**src/idt_pkg.sv**
```systemverilog
// ----------------------------------------------------------------------------
// idt_pkg
// Shared types, constants and tables of the date-time to epoch converter.
// ----------------------------------------------------------------------------
package idt_pkg;

  localparam int QUEUE_DEPTH = 2;

  typedef struct packed {
    logic [7:0] character;
    logic       last;
  } idt_in_t;

  typedef struct packed {
    logic               valid_res;
    logic signed [63:0] epoch_ns;
    logic               precision_lost;
  } idt_res_t;

  // fields of one parsed text handed from front to back
  typedef struct packed {
    logic        parse_ok;
    logic [13:0] year;
    logic [6:0]  month;
    logic [6:0]  day;
    logic [6:0]  hour;
    logic [6:0]  minute;
    logic [6:0]  second;
    logic [29:0] frac;
    logic [3:0]  frac_cnt;
    logic        round_up;
    logic        lost;
    logic        has_off;
    logic        off_neg;
    logic [6:0]  off_h;
    logic [6:0]  off_m;
  } idt_rec_t;

  function automatic logic [4:0] month_len(input logic [6:0] m);
    case (m)
      7'd2:                       month_len = 5'd28;
      7'd4, 7'd6, 7'd9, 7'd11:    month_len = 5'd30;
      default:                    month_len = 5'd31;
    endcase
  endfunction

  // days from march 1 to the first of the month
  function automatic logic [8:0] march_days(input logic [6:0] m);
    case (m)
      7'd1:    march_days = 9'd306;
      7'd2:    march_days = 9'd337;
      7'd3:    march_days = 9'd0;
      7'd4:    march_days = 9'd31;
      7'd5:    march_days = 9'd61;
      7'd6:    march_days = 9'd92;
      7'd7:    march_days = 9'd122;
      7'd8:    march_days = 9'd153;
      7'd9:    march_days = 9'd184;
      7'd10:   march_days = 9'd214;
      7'd11:   march_days = 9'd245;
      7'd12:   march_days = 9'd275;
      default: march_days = 9'd0;
    endcase
  endfunction

  // scale of the kept fraction digits up to nanoseconds
  function automatic logic [29:0] frac_scale(input logic [3:0] cnt);
    case (cnt)
      4'd0:    frac_scale = 30'd1000000000;
      4'd1:    frac_scale = 30'd100000000;
      4'd2:    frac_scale = 30'd10000000;
      4'd3:    frac_scale = 30'd1000000;
      4'd4:    frac_scale = 30'd100000;
      4'd5:    frac_scale = 30'd10000;
      4'd6:    frac_scale = 30'd1000;
      4'd7:    frac_scale = 30'd100;
      4'd8:    frac_scale = 30'd10;
      default: frac_scale = 30'd1;
    endcase
  endfunction

endpackage

```
**src/idt_queue.sv**
```systemverilog
// ----------------------------------------------------------------------------
// idt_queue
// Small register queue between the parser front and the arithmetic back.
// ----------------------------------------------------------------------------
module idt_queue import idt_pkg::*; #(
  parameter int WIDTH = 8,
  parameter int DEPTH = QUEUE_DEPTH
) (
  input  logic             clk,
  input  logic             rst,
  input  logic             wr,
  input  logic [WIDTH-1:0] wdata,
  output logic             full,
  input  logic             rd,
  output logic [WIDTH-1:0] rdata,
  output logic             empty
);

  localparam int PW = (DEPTH > 1) ? $clog2(DEPTH) : 1;
  localparam int CW = $clog2(DEPTH + 1);

  logic [WIDTH-1:0] mem [DEPTH];
  logic [PW-1:0]    wptr, rptr;
  logic [CW-1:0]    count;

  assign full  = (count == CW'(DEPTH));
  assign empty = (count == '0);
  assign rdata = mem[rptr];

  always_ff @(posedge clk) begin
    if (wr && !full) begin
      mem[wptr] <= wdata;
    end
  end

  always_ff @(posedge clk) begin
    if (rst) begin
      wptr  <= '0;
      rptr  <= '0;
      count <= '0;
    end else begin
      if (wr && !full) begin
        wptr <= (wptr == PW'(DEPTH - 1)) ? '0 : wptr + 1'b1;
      end
      if (rd && !empty) begin
        rptr <= (rptr == PW'(DEPTH - 1)) ? '0 : rptr + 1'b1;
      end
      count <= count + CW'(wr && !full) - CW'(rd && !empty);
    end
  end

endmodule

```
**src/idt_front.sv**
```systemverilog
// ----------------------------------------------------------------------------
// idt_front
// Byte parser: checks the text form and collects the date-time fields.
// ----------------------------------------------------------------------------
module idt_front import idt_pkg::*; (
  input  logic     clk,
  input  logic     rst,
  input  logic     push,
  input  idt_in_t  item,
  output logic     full,
  output logic     rec_wr,
  output idt_rec_t rec,
  input  logic     rec_full
);

  typedef enum logic [2:0] {
    PH_FIXED, PH_TZ, PH_FRAC0, PH_FRAC, PH_ZULU, PH_OFFSET
  } phase_t;

  typedef enum logic [2:0] {
    OM_HT, OM_HU, OM_COLON, OM_MT, OM_MU, OM_DONE
  } omode_t;

  typedef struct packed {
    logic [4:0]  pos;
    phase_t      phase;
    logic [13:0] year;
    logic [6:0]  month;
    logic [6:0]  day;
    logic [6:0]  hour;
    logic [6:0]  minute;
    logic [6:0]  second;
    logic [29:0] frac;
    logic [3:0]  fcnt;
    logic        round_up;
    logic        lost;
    logic        off_neg;
    logic [2:0]  off_chars;
    logic [6:0]  off_h;
    logic [6:0]  off_m;
    logic        ferr;
    omode_t      omode;
    logic [3:0]  otens;
  } front_state_t;

  localparam logic [7:0] CH_DASH  = 8'h2D;
  localparam logic [7:0] CH_PLUS  = 8'h2B;
  localparam logic [7:0] CH_T     = 8'h54;
  localparam logic [7:0] CH_Z     = 8'h5A;
  localparam logic [7:0] CH_COLON = 8'h3A;
  localparam logic [7:0] CH_DOT   = 8'h2E;
  localparam logic [7:0] CH_COMMA = 8'h2C;
  localparam logic [7:0] CH_ZERO  = 8'h30;
  localparam logic [7:0] CH_NINE  = 8'h39;

  localparam front_state_t ST_RESET = '{
    pos: '0, phase: PH_FIXED, year: '0, month: '0, day: '0, hour: '0,
    minute: '0, second: '0, frac: '0, fcnt: '0, round_up: 1'b0, lost: 1'b0,
    off_neg: 1'b0, off_chars: '0, off_h: '0, off_m: '0, ferr: 1'b0,
    omode: OM_HT, otens: '0
  };

  front_state_t st, st_next;
  logic [7:0]   c;
  logic         dg;
  logic [3:0]   d;
  logic         accept;

  assign c      = item.character;
  assign dg     = (c >= CH_ZERO) && (c <= CH_NINE);
  assign d      = 4'(c - CH_ZERO);
  assign full   = rec_full;
  assign accept = push && !full;

  always_comb begin
    st_next = st;
    if (!st.ferr) begin
      case (st.phase)
        PH_FIXED: begin
          if (st.pos == 5'd4 || st.pos == 5'd7) begin
            if (c != CH_DASH) st_next.ferr = 1'b1;
          end else if (st.pos == 5'd10) begin
            if (c != CH_T) st_next.ferr = 1'b1;
          end else if (st.pos == 5'd13 || st.pos == 5'd16) begin
            if (c != CH_COLON) st_next.ferr = 1'b1;
          end else if (!dg) begin
            st_next.ferr = 1'b1;
          end else if (st.pos <= 5'd3) begin
            st_next.year = 14'(st.year * 14'd10) + 14'(d);
          end else if (st.pos <= 5'd6) begin
            st_next.month = 7'(st.month * 7'd10) + 7'(d);
          end else if (st.pos <= 5'd9) begin
            st_next.day = 7'(st.day * 7'd10) + 7'(d);
          end else if (st.pos <= 5'd12) begin
            st_next.hour = 7'(st.hour * 7'd10) + 7'(d);
          end else if (st.pos <= 5'd15) begin
            st_next.minute = 7'(st.minute * 7'd10) + 7'(d);
          end else begin
            st_next.second = 7'(st.second * 7'd10) + 7'(d);
          end
          st_next.pos = st.pos + 5'd1;
          if (st.pos == 5'd18) st_next.phase = PH_TZ;
        end
        PH_TZ: begin
          if (c == CH_DOT || c == CH_COMMA) begin
            st_next.phase = PH_FRAC0;
          end else if (c == CH_Z) begin
            st_next.phase = PH_ZULU;
          end else if (c == CH_PLUS || c == CH_DASH) begin
            st_next.phase   = PH_OFFSET;
            st_next.off_neg = (c == CH_DASH);
          end else begin
            st_next.ferr = 1'b1;
          end
        end
        PH_FRAC0, PH_FRAC: begin
          if (dg) begin
            st_next.phase = PH_FRAC;
            if (st.fcnt < 4'd9) begin
              st_next.frac = 30'(st.frac * 30'd10) + 30'(d);
            end else begin
              if (st.fcnt == 4'd9 && d >= 4'd5) st_next.round_up = 1'b1;
              if (d != 4'd0) st_next.lost = 1'b1;
            end
            if (st.fcnt < 4'd10) st_next.fcnt = st.fcnt + 4'd1;
          end else if (st.phase == PH_FRAC0) begin
            st_next.ferr = 1'b1;
          end else if (c == CH_Z) begin
            st_next.phase = PH_ZULU;
          end else if (c == CH_PLUS || c == CH_DASH) begin
            st_next.phase   = PH_OFFSET;
            st_next.off_neg = (c == CH_DASH);
          end else begin
            st_next.ferr = 1'b1;
          end
        end
        PH_OFFSET: begin
          case (st.omode)
            OM_HT: begin
              if (dg) begin
                st_next.otens = d;
                st_next.omode = OM_HU;
              end else st_next.omode = OM_DONE;
            end
            OM_HU: begin
              if (dg) begin
                st_next.off_h = 7'(st.otens * 7'd10) + 7'(d);
                st_next.omode = OM_COLON;
              end else st_next.omode = OM_DONE;
            end
            OM_COLON: begin
              if (c == CH_COLON) begin
                st_next.omode = OM_MT;
              end else if (dg) begin
                st_next.otens = d;
                st_next.omode = OM_MU;
              end else st_next.omode = OM_DONE;
            end
            OM_MT: begin
              if (dg) begin
                st_next.otens = d;
                st_next.omode = OM_MU;
              end else st_next.omode = OM_DONE;
            end
            OM_MU: begin
              if (dg) st_next.off_m = 7'(st.otens * 7'd10) + 7'(d);
              st_next.omode = OM_DONE;
            end
            default: ;
          endcase
          if (st.off_chars < 3'd7) st_next.off_chars = st.off_chars + 3'd1;
        end
        default: st_next.ferr = 1'b1;
      endcase
    end
  end

  // record built from the state after the final byte
  always_comb begin
    rec.parse_ok = !st_next.ferr && (st_next.pos >= 5'd19) && (st_next.phase != PH_FRAC0)
                   && !(st_next.phase == PH_OFFSET && st_next.off_chars < 3'd5);
    rec.year     = st_next.year;
    rec.month    = st_next.month;
    rec.day      = st_next.day;
    rec.hour     = st_next.hour;
    rec.minute   = st_next.minute;
    rec.second   = st_next.second;
    rec.frac     = st_next.frac;
    rec.frac_cnt = st_next.fcnt;
    rec.round_up = st_next.round_up;
    rec.lost     = st_next.lost;
    rec.has_off  = (st_next.phase == PH_OFFSET);
    rec.off_neg  = st_next.off_neg;
    rec.off_h    = st_next.off_h;
    rec.off_m    = st_next.off_m;
  end

  assign rec_wr = accept && item.last;

  always_ff @(posedge clk) begin
    if (rst) begin
      st <= ST_RESET;
    end else if (accept) begin
      st <= item.last ? ST_RESET : st_next;
    end
  end

endmodule

```
**src/idt_back.sv**
```systemverilog
// ----------------------------------------------------------------------------
// idt_back
// Range check, epoch ns arithmetic, one step per cycle; S_F may wait for pop.
// ----------------------------------------------------------------------------
module idt_back import idt_pkg::*; (
  input  logic     clk,
  input  logic     rst,
  input  idt_rec_t q_data,
  input  logic     q_empty,
  output logic     q_rd,
  output idt_res_t result,
  output logic     empty,
  input  logic     pop
);

  typedef enum logic [2:0] {
    S_IDLE, S_A, S_B, S_C, S_D, S_E, S_F
  } state_t;

  state_t             state;
  idt_rec_t           rec;
  logic               ok;
  logic [18:0]        p365;
  logic [3:0]         q100;
  logic signed [20:0] tod;
  logic signed [19:0] days;
  logic signed [35:0] secs;
  logic [29:0]        fracns;
  logic [47:0]        plo;
  logic signed [47:0] phi;
  logic               out_valid;
  idt_res_t           out_reg;

  logic [13:0]        yprime;
  logic [9:0]         t;
  logic               leap;
  logic [4:0]         maxd;
  logic               fields_ok;
  logic [8:0]         doy;
  logic [19:0]        hms, offs;
  logic signed [19:0] days_sum;
  logic signed [63:0] ns;

  always_comb begin
    yprime = rec.year - 14'(rec.month <= 7'd2);
    t      = 10'(yprime - 14'd1600);
    // century years inside the supported range
    leap   = (rec.year[1:0] == 2'b00)
             && !(rec.year == 14'd1700 || rec.year == 14'd1800 || rec.year == 14'd1900
                  || rec.year == 14'd2100 || rec.year == 14'd2200);
    maxd   = (rec.month == 7'd2 && leap) ? 5'd29 : month_len(rec.month);
    fields_ok = (rec.month >= 7'd1) && (rec.month <= 7'd12)
                && (rec.day >= 7'd1) && (rec.day <= 7'(maxd))
                && (rec.hour <= 7'd23) && (rec.minute <= 7'd59) && (rec.second <= 7'd60)
                && (rec.year >= 14'd1678) && (rec.year <= 14'd2261);
    doy    = march_days(rec.month) + 9'(rec.day) - 9'd1;
    hms    = 20'(rec.hour) * 20'd3600 + 20'(rec.minute) * 20'd60 + 20'(rec.second);
    offs   = 20'(rec.off_h) * 20'd3600 + 20'(rec.off_m) * 20'd60;
    days_sum = $signed({1'b0, p365}) + $signed({12'b0, t[9:2]}) - $signed({16'b0, q100})
               + $signed({18'b0, q100[3:2]}) + $signed({11'b0, doy}) - 20'sd135080;
    ns = $signed({phi[45:0], 18'b0}) + $signed(64'(plo)) + $signed(64'(fracns))
         + $signed(64'(rec.round_up));
  end

  assign q_rd   = (state == S_IDLE) && !q_empty;
  assign empty  = !out_valid;
  assign result = out_reg;

  always_ff @(posedge clk) begin
    if (rst) begin
      state     <= S_IDLE;
      out_valid <= 1'b0;
    end else begin
      if (pop && out_valid && state != S_F) out_valid <= 1'b0;
      case (state)
        S_IDLE: begin
          if (!q_empty) begin
            rec   <= q_data;
            state <= S_A;
          end
        end
        S_A: begin
          ok    <= rec.parse_ok && fields_ok;
          p365  <= 19'(t) * 19'd365;
          // divide by 100 through reciprocal, exact below 1000
          q100  <= 4'((16'(t) * 16'd41) >> 12);
          if (!rec.has_off) tod <= $signed({1'b0, hms});
          else if (rec.off_neg) tod <= $signed({1'b0, hms}) + $signed({1'b0, offs});
          else tod <= $signed({1'b0, hms}) - $signed({1'b0, offs});
          state <= S_B;
        end
        S_B: begin
          days   <= days_sum;
          fracns <= 30'(60'(rec.frac) * 60'(frac_scale(rec.frac_cnt)));
          state  <= S_C;
        end
        S_C: begin
          secs  <= 36'(36'(days) * 36'sd86400);
          state <= S_D;
        end
        S_D: begin
          secs  <= secs + 36'(tod);
          state <= S_E;
        end
        S_E: begin
          plo   <= 48'(secs[17:0]) * 48'd1000000000;
          phi   <= 48'($signed(secs[35:18])) * 48'sd1000000000;
          state <= S_F;
        end
        S_F: begin
          if (!out_valid || pop) begin
            out_valid              <= 1'b1;
            out_reg.valid_res      <= ok;
            out_reg.epoch_ns       <= ok ? ns : 64'sd0;
            out_reg.precision_lost <= ok && rec.lost;
            state                  <= S_IDLE;
          end else if (pop && out_valid) begin
            out_valid <= 1'b0;
          end
        end
        default: state <= S_IDLE;
      endcase
    end
  end

  a_invalid_zero: assert property (@(posedge clk) disable iff (rst)
    out_valid && !out_reg.valid_res |-> out_reg.epoch_ns == 64'sd0 && !out_reg.precision_lost)
    else $error("invalid result carries nonzero payload");

  a_start: assert property (@(posedge clk) disable iff (rst)
    q_rd |=> state == S_A)
    else $error("queue read did not start a conversion");

  a_hold: assert property (@(posedge clk) disable iff (rst)
    out_valid && !pop |=> out_valid && $stable(out_reg))
    else $error("waiting result changed before transfer");

endmodule

```
**src/iso8601_datetime_to_epoch_ns_unit.sv**
```systemverilog
// ----------------------------------------------------------------------------
// iso8601_datetime_to_epoch_ns_unit
// Streams date-time text bytes and returns validity and epoch nanoseconds.
// ----------------------------------------------------------------------------
// Flow: the final byte writes the record to the queue; the back end steps it
//   through S_A to S_F. Throughput: one byte per cycle while full is low;
//   the back end takes one text at a time; it and the queue limit short texts.
// Reset: synchronous rst clears the parser state, the queue and result valid.
module iso8601_datetime_to_epoch_ns_unit import idt_pkg::*; #(
  parameter int QDEPTH = QUEUE_DEPTH
) (
  input  logic     clk,
  input  logic     rst,
  input  logic     push,
  input  idt_in_t  item,
  output logic     full,
  output logic     empty,
  input  logic     pop,
  output idt_res_t result
);

  idt_rec_t rec_w, rec_r;
  logic     rec_wr, q_full, q_rd, q_empty;

  idt_front u_front (
    .clk      (clk),
    .rst      (rst),
    .push     (push),
    .item     (item),
    .full     (full),
    .rec_wr   (rec_wr),
    .rec      (rec_w),
    .rec_full (q_full)
  );

  idt_queue #(
    .WIDTH ($bits(idt_rec_t)),
    .DEPTH (QDEPTH)
  ) u_queue (
    .clk   (clk),
    .rst   (rst),
    .wr    (rec_wr),
    .wdata (rec_w),
    .full  (q_full),
    .rd    (q_rd),
    .rdata (rec_r),
    .empty (q_empty)
  );

  idt_back u_back (
    .clk     (clk),
    .rst     (rst),
    .q_data  (rec_r),
    .q_empty (q_empty),
    .q_rd    (q_rd),
    .result  (result),
    .empty   (empty),
    .pop     (pop)
  );

endmodule

```
**config.mk**
```make
export PLATFORM = sky130hd
export DESIGN_NAME = iso8601_datetime_to_epoch_ns_unit
export DESIGN_NICKNAME = d
export VERILOG_FILES = /design/src/idt_pkg.sv /design/src/idt_queue.sv /design/src/idt_front.sv /design/src/idt_back.sv /design/src/iso8601_datetime_to_epoch_ns_unit.sv
export SDC_FILE = /design/constraint.sdc
export NUM_CORES = 2
export LEC_CHECK = 0
export BUFFER_PORTS_ARGS = -buffer_cell sky130_fd_sc_hd__buf_4
export CORE_UTILIZATION = 45
export CTS_BUF_LIST = sky130_fd_sc_hd__clkbuf_4 sky130_fd_sc_hd__clkbuf_8
export CTS_CLUSTER_SIZE = 25
export DETAILED_ROUTE_END_ITERATION = 10
export PLACE_DENSITY_LB_ADDON = 0.08
export SLEW_MARGIN = 5
export SYNTH_ARGS = -nofsm -noshare
export SYNTH_HDL_FRONTEND = slang
export SYNTH_SLANG_ARGS = --single-unit
```
**constraint.sdc**
```tcl
create_clock -name clk -period 10.9 [get_ports clk]
set_input_delay 0 -clock clk [delete_from_list [all_inputs] [get_ports clk]]
set_output_delay 0 -clock clk [all_outputs]
set_load 0.01 [all_outputs]
```
==> flow_metrics.tcl <==
set metrics [dict create \
    cts_tree "yes" \
    crit_fanout 30 \
    viasPerCell 5.12 \
    cp_common_cell "fa_1" \
    fin_crit_ns 9.83 \
    final_nets 9347 \
    synth-seq-cells 706 \
    wirelength_um 170000 \
    final_common_cell "inv_1" \
    io_pins 81 \
    muxShareOfSynthArea 0.0243 \
    clk_latency_ns 0.87 \
    yosys_most_used_dff "edfxtp_1" \
    worst_pin_slew_ns 1.23 \
    ys_seq_area_frac 0.262 \
    worstReg2RegStart "u_back.rec[19]$_DFFE_PP_" \
    final_max_slew_viol_count 0 \
    synth_nets 9248 \
    clockBufferDepth 3 \
    grt_pass1_vias 52200 \
    hold_depth 7 \
    startpoint_type "register" \
    cts_inserted_buffers 135 \
    max_stage_delay_ns 1.04 \
    clock_skew_ns 0.0427 \
    area_growth_pct 8.13 \
    place_congestion 0.894 \
    fp.dieH_um 413 \
    synth_edf_count 579 \
    syn-cell-area_um2 76000 \
    postSynthCellCount 7351 \
    finalSetupViolCount 0 \
    finalHoldViolations 0 \
    firstDrtPassIters 5 \
    wl_per_cell_um 17.4 \
    place_hpwl_um 134000 \
    via_count 50000 \
    avgSynthCellArea_um2 10.3 \
    start_util 0.454 \
    fin_setup_tns_ns 0 \
    grt_use_total 0.205 \
    worst_r2r_path_depth 30 \
    drive_gt1_frac 0.0782 \
    yosys_warnings 0 \
    place_area_um2 79200 \
    crit_arrival_ns 10.40 \
    cts-root-buf "clkbuf_8" \
    reg2reg_slack_ns 1.07 \
    num_rows 150 \
    grt_max_degree 77 \
    synth-simple-area-share 0.104 \
    synth_xor_area_frac 0.0560 \
    dpl_worst_slack_ns 0.978 \
    most-common-layout-cells "inv_1, ha_1, fa_1, edfxtp_1, nor2_1" \
    grt_pass1_wl_um 277000 \
    postRouteAntennaNets 0 \
    maxCapViolCount 0 \
    fin_util 0.491 \
    fp.dieW_um 413 \
    criticalPathCategory "reg2reg" \
    r2r_end "u_back.fracns[29]$_DFFE_PP_" \
    status "completed" \
    min_from "item[7]" \
    stdcell_area_um2 82200 \
    holdCritPathClass "in2reg" \
    min_period_over_period 0.902 \
    synthAdderAreaFrac 0.391 \
    required_ns 11.47 \
    clk_pin_slew_ns 0.07 \
    synth_top_family_by_area "adder cells" \
    htree_levels 4 \
    relSlewSlack 0.178 \
    drc_errors 0 \
    nFillCells 15500 \
    end_kind "register" \
    synth-compound-area-share 0.0902 \
    drt-initial-drc-count 2378 \
    slowest_stage "and3_1" \
    clock-sinks 706 \
    grt_setup_unrepaired "false" \
    max_freq_ghz 0.102 \
    setup_ws_ns 1.07 \
    io_buffers 80 \
    ys_async_sr_fraction 0 \
    min_to "u_queue.mem[1][14]$_DFFE_PP_" \
    fp.dieArea_um2 171000 \
    gr-total-overflow 0 \
    antenna_found_initial 4 \
    yosys.cell_types.count 104 \
    core_area_um2 167000 \
    post_cts_buffers 0 \
]
==> worst max path at each step <==
stage                                         from                     endpoint  cells after the start
after CTS                 u_back.rec[19]$_DFFE_PP_  u_back.fracns[29]$_DFFE_PP_                     30
final                     u_back.rec[19]$_DFFE_PP_  u_back.fracns[29]$_DFFE_PP_                     30
after floorplan           u_back.rec[18]$_DFFE_PP_  u_back.fracns[29]$_DFFE_PP_                     32
after global routing      u_back.rec[19]$_DFFE_PP_  u_back.fracns[29]$_DFFE_PP_                     30
after global placement    u_back.rec[19]$_DFFE_PP_  u_back.fracns[29]$_DFFE_PP_                     30
after detailed placement  u_back.rec[19]$_DFFE_PP_  u_back.fracns[29]$_DFFE_PP_                     30
==> worst max-delay path, delay by kind of cell (launching register included) <==
kind / cells / cell delay, ns
adder cells (fa/ha/maj): 10 / 4.60
AO/OA/AOI/OAI: 9 / 2.16
AND/OR/NAND/NOR: 4 / 1.37
buffers and inverters: 6 / 0.81
flip-flops: 1 / 0.48
XOR/XNOR: 1 / 0.09
==> cell usage after synthesis (all sizes together) (25+ instances only) <==
| master | number | share of area |
|---|---|---|
| inv | 1287 | 0.064 |
| nor3 | 90 | 0.0063 |
| edfxtp | 579 | 0.23 |
| xnor2 | 343 | 0.040 |
| mux2 | 150 | 0.022 |
| a211oi | 26 | 0.0028 |
| a22oi | 93 | 0.0092 |
| o21bai | 40 | 0.0039 |
| a21oi | 310 | 0.020 |
| and3 | 95 | 0.0078 |
| o21a | 44 | 0.0043 |
| ha | 1066 | 0.18 |
| a21o | 116 | 0.011 |
| a21boi | 25 | 0.0025 |
| clkbuf | 176 | 0.0087 |
| nand2 | 366 | 0.018 |
| fa | 818 | 0.22 |
| o21ai | 241 | 0.016 |
| a31oi | 36 | 0.0030 |
| nand2b | 67 | 0.0055 |
| dfxtp | 127 | 0.033 |
| nor2 | 396 | 0.020 |
| and2 | 281 | 0.023 |
| xor2 | 142 | 0.016 |
| nor2b | 56 | 0.0047 |
| nand3 | 83 | 0.0057 |
==> area by class of cell <==
cell class,count,area [µm²],share of cell area
sequential,706,19900,0.242
clock buffer,187,2290,0.0279
multi-input combinational,5166,50700,0.616
clock inverter,56,551,0.00670
tap,2204,2760,0.0335
inverter,1288,4830,0.0588
timing repair buffer,153,1190,0.0145
antenna,4,10.0,0.000122
==> metrics by stage <==
stage,instances,hold WS (ns)
after CTS,9760,0.0226
after global routing,9762,0.103
final,9764,0.146
after detailed placement,9500,0.407
after global placement,9500,0.406
after floorplan,7351,0.152
==> routing by layer <==
layer	wire, µm	vias to the layer above	global-route usage
met5	0	-	0
met1	81100	24300	0.280
li1	-	24700	-
met4	3880	0	0.0527
met2	78500	789	0.338
met3	6880	219	0.0324
==> cells by family (layout without fill, tap and decap cells) <==
kind of cell,count (synthesis),after routing
mux,163,163
xor+xnor,485,485
simple gates,1564,1564
fa+ha+maj,1884,1884
other cells,0,4
flops,706,706
buf+inv,1479,1684
compound gates,1070,1070
==> state kept, by name, indices dropped and copies added, names as in the netlist <==
register	cells
u_back.secs	36
u_back.fracns	30
u_back.result	66
u_back.q100	4
u_back.p365	19
u_queue.wptr	1
u_queue.mem	204
u_queue.count	2
u_back.phi	37
u_queue.rptr	1
u_back.tod	21
u_back.days	20
u_front.st	119
u_back.out_valid	1
u_back.state	3
u_back.plo	39
u_back.ok	1
u_back.rec	102
==> repair_timing <==
| item | in CTS | in global routing |
|---|---|---|
| hold buffers | 17 | 0 |
| gates resized for setup | 0 | 0 |
| endpoints found under the hold margin | 210 | 0 |
Power is left out: the tool's default activity adds up to more than one toggle a clock period on the data nets, which glitch-free logic cannot reach.
